==> src/ddt_pkg.sv <==
package ddt_pkg;

	localparam int CFG_DATA_W = 32;
	localparam int CFG_IDX_W  = 2;

	typedef enum logic [CFG_IDX_W-1:0] {
		REG_FIRE_DELAY    = 2'd0,
		REG_DEBOUNCE_TIME = 2'd1,
		REG_STEP_LENGTH   = 2'd2,
		REG_ONE_SHOT      = 2'd3
	} cfg_reg_t;

	typedef enum logic [2:0] {
		ST_UNINIT   = 3'd0,
		ST_EVAL     = 3'd1,
		ST_DELAY    = 3'd2,
		ST_FIRE     = 3'd3,
		ST_DEBOUNCE = 3'd4,
		ST_DEAD     = 3'd5
	} fire_state_t;

	localparam logic ACT_TICK = 1'b0;
	localparam logic ACT_ARM  = 1'b1;

	typedef struct packed {
		logic        action;
		logic [31:0] current_time;
		logic        predicate;
	} item_t;

	typedef struct packed {
		logic [2:0] fire_state;
		logic       firing;
	} result_t;

	typedef struct packed {
		logic [15:0] fire_delay;
		logic [31:0] debounce_time;
		logic [31:0] step_length;
		logic        one_shot;
	} cfg_t;

endpackage

==> src/ddt_fsm.sv <==
// Trigger state machine: state and start-time registers plus next-state logic.
module ddt_fsm #(
	parameter int TIME_WIDTH = 32
) (
	input  logic            clk,
	input  logic            arst_n,
	input  logic            advance,
	input  ddt_pkg::item_t  item,
	input  ddt_pkg::cfg_t   cfg,
	output ddt_pkg::result_t result
);

	ddt_pkg::fire_state_t state_q, state_d;
	logic [TIME_WIDTH-1:0] pred_start_q, pred_start_d;
	logic [TIME_WIDTH-1:0] deb_start_q, deb_start_d;

	logic [TIME_WIDTH-1:0] now;
	logic [TIME_WIDTH-1:0] pred_el;
	logic [TIME_WIDTH-1:0] deb_el;
	logic                  deb_el_hi_nz;
	logic [63:0]           deb_prod;
	logic                  deb_done;

	assign now     = TIME_WIDTH'(item.current_time);
	assign pred_el = now - pred_start_q;
	assign deb_el  = now - deb_start_q;

	// elapsed * step > D; D fits 32 bits, so any elapsed bit above 32 with a
	// nonzero step already wins
	assign deb_el_hi_nz = (deb_el >> 32) != '0;
	assign deb_prod     = 64'(32'(deb_el)) * 64'(cfg.step_length);
	assign deb_done     = (cfg.step_length != '0) &&
		(deb_el_hi_nz || (deb_prod > 64'(cfg.debounce_time)));

	always_ff @(posedge clk or negedge arst_n) begin
		if (!arst_n) begin
			state_q      <= ddt_pkg::ST_UNINIT;
			pred_start_q <= '0;
			deb_start_q  <= '0;
		end else if (advance) begin
			state_q      <= state_d;
			pred_start_q <= pred_start_d;
			deb_start_q  <= deb_start_d;
		end
	end

	always_comb begin
		state_d      = state_q;
		pred_start_d = pred_start_q;
		deb_start_d  = deb_start_q;
		if (item.action == ddt_pkg::ACT_ARM) begin
			state_d      = ddt_pkg::ST_EVAL;
			pred_start_d = '0;
			deb_start_d  = '0;
		end else begin
			unique case (state_q)
				ddt_pkg::ST_EVAL: begin
					if (item.predicate) begin
						if (cfg.fire_delay != '0) begin
							pred_start_d = now;
							state_d      = ddt_pkg::ST_DELAY;
						end else begin
							state_d = ddt_pkg::ST_FIRE;
						end
					end
				end
				ddt_pkg::ST_DELAY: begin
					if (pred_el > TIME_WIDTH'(cfg.fire_delay)) begin
						state_d = ddt_pkg::ST_FIRE;
					end
				end
				ddt_pkg::ST_FIRE: begin
					priority if (cfg.one_shot) begin
						state_d = ddt_pkg::ST_DEAD;
					end else if (cfg.debounce_time != '0) begin
						deb_start_d = now;
						state_d     = ddt_pkg::ST_DEBOUNCE;
					end else begin
						state_d = ddt_pkg::ST_EVAL;
					end
				end
				ddt_pkg::ST_DEBOUNCE: begin
					if (deb_done) begin
						state_d = ddt_pkg::ST_EVAL;
					end
				end
				default: begin
					// uninit, dead and unused codes hold
					state_d = state_q;
				end
			endcase
		end
	end

	assign result.fire_state = state_d;
	assign result.firing     = (state_d == ddt_pkg::ST_FIRE);

endmodule

==> src/delayed_debounced_trigger_fsm_core.sv <==
// An accepted item beat waits in the input register and moves into the result
// register, raising result_valid, once that register is empty or being taken.
// Throughput: one item per cycle while result_stall is low; the state update
// for an item happens as it moves from the input register into the result
// register; the longest path is the subtract, 32x32 multiply and compare of
// the debounce check. Reset: arst_n clears state to uninitialized, both start
// times and all configuration registers to zero, and drops both valid flags.
module delayed_debounced_trigger_fsm_core #(
	parameter int TIME_WIDTH = 32
) (
	input  logic                                clk,
	input  logic                                arst_n,

	// item channel
	input  logic                                item_valid,
	output logic                                item_stall,
	input  ddt_pkg::item_t                      item,

	// result channel
	output logic                                result_valid,
	input  logic                                result_stall,
	output ddt_pkg::result_t                    result,

	// configuration writes
	input  logic                                cfg_we,
	input  logic [ddt_pkg::CFG_IDX_W-1:0]       cfg_index,
	input  logic [ddt_pkg::CFG_DATA_W-1:0]      cfg_data
);

	// configuration registers
	ddt_pkg::cfg_t cfg_q;

	always_ff @(posedge clk or negedge arst_n) begin
		if (!arst_n) begin
			cfg_q <= '0;
		end else if (cfg_we) begin
			unique case (ddt_pkg::cfg_reg_t'(cfg_index))
				ddt_pkg::REG_FIRE_DELAY:    cfg_q.fire_delay    <= cfg_data[15:0];
				ddt_pkg::REG_DEBOUNCE_TIME: cfg_q.debounce_time <= cfg_data;
				ddt_pkg::REG_STEP_LENGTH:   cfg_q.step_length   <= cfg_data;
				ddt_pkg::REG_ONE_SHOT:      cfg_q.one_shot      <= cfg_data[0];
				default: ;
			endcase
		end
	end

	// input register (stage 1) and result register (stage 2)
	logic             item_valid_s1;
	ddt_pkg::item_t   item_s1;
	logic             res_valid_s2;
	ddt_pkg::result_t res_s2;
	ddt_pkg::result_t res_next;
	logic             advance;
	logic             in_take;

	// stage 1 drains whenever the result register is empty or being taken
	assign advance    = item_valid_s1 && (!res_valid_s2 || !result_stall);
	assign item_stall = item_valid_s1 && !advance;
	assign in_take    = item_valid && !item_stall;

	always_ff @(posedge clk or negedge arst_n) begin
		if (!arst_n) begin
			item_valid_s1 <= 1'b0;
		end else if (in_take) begin
			item_valid_s1 <= 1'b1;
		end else if (advance) begin
			item_valid_s1 <= 1'b0;
		end
	end

	always_ff @(posedge clk) begin
		if (in_take) begin
			item_s1 <= item;
		end
	end

	// state update is committed only when the beat moves on
	ddt_fsm #(
		.TIME_WIDTH (TIME_WIDTH)
	) u_fsm (
		.clk     (clk),
		.arst_n  (arst_n),
		.advance (advance),
		.item    (item_s1),
		.cfg     (cfg_q),
		.result  (res_next)
	);

	always_ff @(posedge clk or negedge arst_n) begin
		if (!arst_n) begin
			res_valid_s2 <= 1'b0;
		end else if (advance) begin
			res_valid_s2 <= 1'b1;
		end else if (!result_stall) begin
			res_valid_s2 <= 1'b0;
		end
	end

	always_ff @(posedge clk) begin
		if (advance) begin
			res_s2 <= res_next;
		end
	end

	assign result_valid = res_valid_s2;
	assign result       = res_s2;

endmodule
==> config.mk <==
export PLATFORM = sky130hd
export DESIGN_NAME = delayed_debounced_trigger_fsm_core
export DESIGN_NICKNAME = d
export VERILOG_FILES = /design/src/ddt_pkg.sv /design/src/ddt_fsm.sv /design/src/delayed_debounced_trigger_fsm_core.sv
export SDC_FILE = /design/constraint.sdc
export NUM_CORES = 2
export LEC_CHECK = 0
export BUFFER_PORTS_ARGS = -buffer_cell sky130_fd_sc_hd__buf_2
export CORE_MARGIN = 1.5
export CORE_UTILIZATION = 25
export DETAILED_ROUTE_END_ITERATION = 10
export PLACE_DENSITY_LB_ADDON = 0.1
export SLEW_MARGIN = 10
export SYNTH_ARGS = -nofsm -noshare
export SYNTH_HDL_FRONTEND = slang
export SYNTH_SLANG_ARGS = --single-unit
==> constraint.sdc <==
create_clock -name clk -period 14.81 [get_ports clk]
set_input_delay 0.7405 -clock clk [delete_from_list [all_inputs] [get_ports clk]]
set_output_delay 0.7405 -clock clk [all_outputs]
set_load 0.1 [all_outputs]
After elaboration in Yosys (flattened, before gate mapping). Index checks and enable logic that the tools add are counted.

Bitwise gates (word level): 0. $add $sub $neg: 2. Reduce and logical (&&, ||, !) cells: 25. Div/mod/pow operators: 0. Shifts and indexed selects: 0. Order comparisons: 2. Multipliers: 1. Eq/ne operators: 10. Mux-type cells: 20.

Operators by type and width (count): 32-bit two-way mux (8); 64-bit by 32-bit > comparator with 1-bit output (1); 32-bit by 32-bit multiplier with 64-bit output (1); 32-bit nonzero test (2); 32-bit subtractor (2); 32-bit by 16-bit > comparator with 1-bit output (1); 3-bit two-way mux (6); 16-bit nonzero test (1); 3-bit one-hot mux with 4 select lines (1); 2-bit nonzero test (6); 3-bit by 2-bit equality test with 1-bit output, second input constant (3); 2-bit AND reduction (4); 4-bit AND reduction (2); 1-bit two-way mux (5); 2-bit equality test, second input constant (2); 1-bit logical AND (4); 1-bit zero test (4); 2-bit by 1-bit inequality test with 1-bit output, second input constant (2); 3-bit by 1-bit equality test with 1-bit output, second input constant (1); 3-bit equality test, second input constant (1); 2-bit by 1-bit equality test with 1-bit output, second input constant (1); 2-bit zero test (1); 1-bit logical OR (1).

Memories: 0. RAM bits: 0. Input port bits: 73. Latch bits: 0. ROM bits: 0. Bits in registers: 188.

Longest topological paths before layout.
Word-level depth: 8. Gate-level depth with buffers: 52.

Hierarchy. Synthesis repeated with hierarchy kept, for this count alone.

Cells, all modules: 5509. Area, all modules: 48642.9 um^2.

Modules (own cells, without submodules): ddt_fsm (area an instance 44347.5 um^2, instances 1, seq. area each 1676.6 um^2, cells each 5290); delayed_debounced_trigger_fsm_core (area an instance 4295.4 um^2, instances 1, seq. area each 3218.1 um^2, cells each 219).

Least setup slack after synthesis. No wires, ideal clock.

Kind: register to register. From: register item_s1[1] (netlist name). To: register res_s2, in the netlist result[1], data pin. Setup slack: 3.822 ns. Data arrival time: 10.721 ns. Setup time: 0.266 ns. Cell stages (with the launch flop): 47. Period minus slack after synthesis: 10.988 ns. Path buffers: 2. Cell sequence: edfxtp_1 -> inv_1 -> ha_1 -> inv_1 -> fa_1 -> a21o_1 -> a21oi_1 -> o21ai_1 -> a31oi_1 -> o221a_2 -> nor3_1 -> o41ai_2 -> o21ai_0 -> xor2_1 -> clkbuf_1 -> and2_1 -> fa_1 -> inv_1 -> [11 not listed] -> buf_6 -> nand4_2 -> or3_1 -> o21ba_2 -> nand2_1 -> nor2_1 -> xnor2_1 -> ha_1 -> nand4_1 -> nor4_1 -> nand2_1 -> a22oi_1 -> nor4b_1 -> nand4_1 -> nor4b_1 -> nand4b_1 -> o31ai_2 -> nand3b_1.

RTL lines: from (decl) (line delayed_debounced_trigger_fsm_core.sv:49) `ddt_pkg::item_t item_s1;`; from (signal assigned) (line delayed_debounced_trigger_fsm_core.sv:73) `item_s1 <= item;`; to (signal assigned) (line delayed_debounced_trigger_fsm_core.sv:101) `res_s2 <= res_next;`; to (decl) (line delayed_debounced_trigger_fsm_core.sv:51) `ddt_pkg::result_t res_s2;`.

==> results.yml <==
drt:
  drt-total-wl_mm: 159
  drtIter0Drc: 1547
  via_count: 34000
  drcViolationCount: 0
  vias_per_cell: 4.48
  drt_pre_antenna_iters: 5
  drtAntennaViolNets: 0
  wl_per_cell_um: 21.0
logic_synthesis:
  synth-edff-count: 38
  synthTopCellsByArea: "fa_1 39%, ha_1 10%, inv_1 8.8%"
  synthArstFlopShare_pct: 79.8
  synthDistinctLibCells: 93
  syn-cell-area_um2: 46300
  syn_avg_cell_area_um2: 8.92
  synth-adder-area-share_pct: 48.9
  most_used_flip_flop_cell_after_synthesis: "dfrtp_1"
  yosysTopAreaCell: "fa_1"
  netlist_instances: 5190
  synth_mux_area_share_pct: 2.50
  synth.yosys.seq_area_share_pct: 10.6
  ys.warnings.count: 0
  synth_top_family_by_area: "adder cells"
  synthXorXnorAreaFrac_pct: 1.80
  synth_fp_nets: 6534
  yosys.area_share.simple_pct: 17.2
  synth_compound_gate_area_share_pct: 7.77
  synthDominantCellAreaShare_pct: 38.9
  yosys_register_bits: 188
worst_hold_path:
  timing.hold.worst.class: "in -> async"
setup_path:
  library_cell_appearing_most_often_on_the_critical_path: "fa_1"
  slowest_stage: "xor2_4"
  critical-path-max-stage-delay_ns: 0.82
  critPathKind: "reg -> reg"
  cp_max_fo: 19
  critPathLaunchType: "register"
  critical_path.endpoint_type: "register"
  timing.critical_path.arrival_ns: 13.45
  critical_path_required_ns: 15.01
cells_and_area:
  filler_cell_count: 20000
  layout.cells.most_common: "inv_1"
  layout.cells.most_common_list: "1,088 x inv_1, 898 x fa_1, 745 x nand2_1, 428 x and2_1, 373 x ha_1"
  drive_gt1_share_pct: 6.73
  syn2layout_area_growth_pct: 8.60
  final_nets: 6454
timing:
  final-setup-viol-count: 0
  timing.hold.ws_ns: 0.296
  worst_slack_ns: 1.55
  timing.max_slew.rel_slack_pct: 21.6
  tightestPinTransition_ns: 1.17
  layout_min_cycle_time_ns: 13.26
  totalNegativeSetupSlack_ns: 0
  fin_worst_skew_ns: 0.0153
  finalHoldViolCount: 0
  fin_max_slew_vios: 0
  maxClockFrequency_mhz: 75.4
  grt_setup_unrepaired: "false"
  min_period_over_period_pct: 89.5
grt:
  grt_overflow_total: 0
  number_of_antenna_violations_at_the_first_check_in_global_routing: 6
  via_count_of_the_first_global_routing_pass: 38000
  grt_pass1_wl_mm: 247
  global_route.usage.total_pct: 17.5
  grt_max_degree: 90
clocking:
  cts-buffers-inserted: 17
  post-cts-setup-buffers: 0
  cts_buffer_depth: 2
  clkLatencyLatePin_ns: 0.47
  cts.sink_count: 188
  cts-hold-fix-buffers: 0
  cts.repair.resized: 0
  tritoncts_clock_tree: "built"
  clkSlewWorstSetupHoldPaths_ns: 0.08
  htreeDepth: 4
  cts.root.buffer_cell: "clkbuf_16"
floorplan:
  die_h_um: 433
  core_area_um2: 183000
  die_w_um: 433
  dieArea_um2: 188000
  start_util_pct: 25.2
  design.portCount: 79
  placement_rows: 157
placed_design:
  place_ws_ns: 1.48
  hpwlAfterDp_mm: 131
  port_buffers: 78
  final_wtd_congestion: 0.926
run_status:
  outcome: "complete, no violations"
job:
  drv.max_cap_violation_count: 0
cells by family after synthesis:
family / after synthesis
compound gates: 565
mux: 107
xor+xnor: 95
flops: 188
fa+ha+maj: 1271
buf+inv: 1348
simple gates: 1616
per-stage QoR:
step	instances	instance area [um2]	utilization, %
floorplan	5190	46300	-
global placement	7553	49600	27.0
detailed placement	7555	49700	27.1
CTS	7587	50200	27.4
global route	7587	50200	27.4
finish	7588	50200	27.4
critical path: cells and delay by family, from the launching register on:
| kind | cells | cell delay (ns) |
|---|---|---|
| adders and majority gates | 12 | 5.22 |
| AOI/OAI and AO/OA | 11 | 3.05 |
| and+or+nand+nor | 12 | 2.80 |
| xor gates and xnor gates | 2 | 1.01 |
| buffers and inverters | 7 | 0.47 |
| DFF | 1 | 0.39 |
sequential cells by signal, indices dropped and copies added, names as in the netlist:
| register | flops |
|---|---|
| cfg_q | 81 |
| item_s1 | 34 |
| item_valid_s1 | 1 |
| result | 4 |
| result_valid | 1 |
| u_fsm.deb_start_q | 32 |
| u_fsm.pred_start_q | 32 |
| u_fsm.state_q | 3 |
layer usage:
metal  global-route usage, %  up-vias  share of wire (%)
met5                       0        -                  0
met4                    3.03        0                1.6
met3                   0.834       90                1.7
met2                    30.5      405                 49
met1                    24.2    17700                 48
li1                        -    15800                  -
cell usage after synthesis (5+ instances only):
cell	instances
o2111ai_1	10
buf_6	12
and3_1	21
o211ai_1	22
mux2i_1	37
nor2_1	117
clkbuf_1	228
a21oi_1	168
or3_1	10
edfxtp_1	38
dfrtp_1	150
nor3_1	35
nand2_1	745
nor2b_1	41
xnor2_1	64
o21ai_0	138
o21a_1	26
ha_1	373
a211oi_1	16
buf_2	13
a21o_1	36
xor2_1	31
o22ai_1	6
nand3_1	37
a22oi_1	9
inv_1	1088
a31oi_1	19
o211a_1	5
mux2_2	70
nor4b_1	6
fa_1	898
o21bai_1	19
o31ai_1	9
nand4_1	53
nand2b_1	56
buf_1	6
nor4_1	28
and2_1	429
o21ai_1	19
area by class of cell:
type | instances | area, um2 | area share [%]
clock inverters | 15 | 158 | 0.314
inverters | 1088 | 4080 | 8.13
clock buffers | 17 | 425 | 0.847
multi-input cells | 3654 | 36500 | 72.7
flip-flops and latches | 188 | 4900 | 9.76
well taps | 2464 | 3080 | 6.14
diodes | 1 | 2.50 | 0.00498
repair buffers | 161 | 1050 | 2.09
final timing paths:
check / from / end / slack (ns) / depth (start not counted)
min in group clk: item[22] / item_s1[22] / 0.44 / 1
worst min-delay path: arst_n / result_valid / 0.30 / 1
worst min register to register: u_fsm.deb_start_q[13] / u_fsm.deb_start_q[13] / 0.48 / 2
worst max-delay path: item_s1[1] / result[1] / 1.55 / 44
max in group asynchronous: arst_n / cfg_q[5] / 12.94 / 2
worst max register to register: item_s1[1] / result[1] / 1.55 / 44
Power is left out: the tool's default activity adds up to more than one toggle a clock period on the data nets, which glitch-free logic cannot reach.
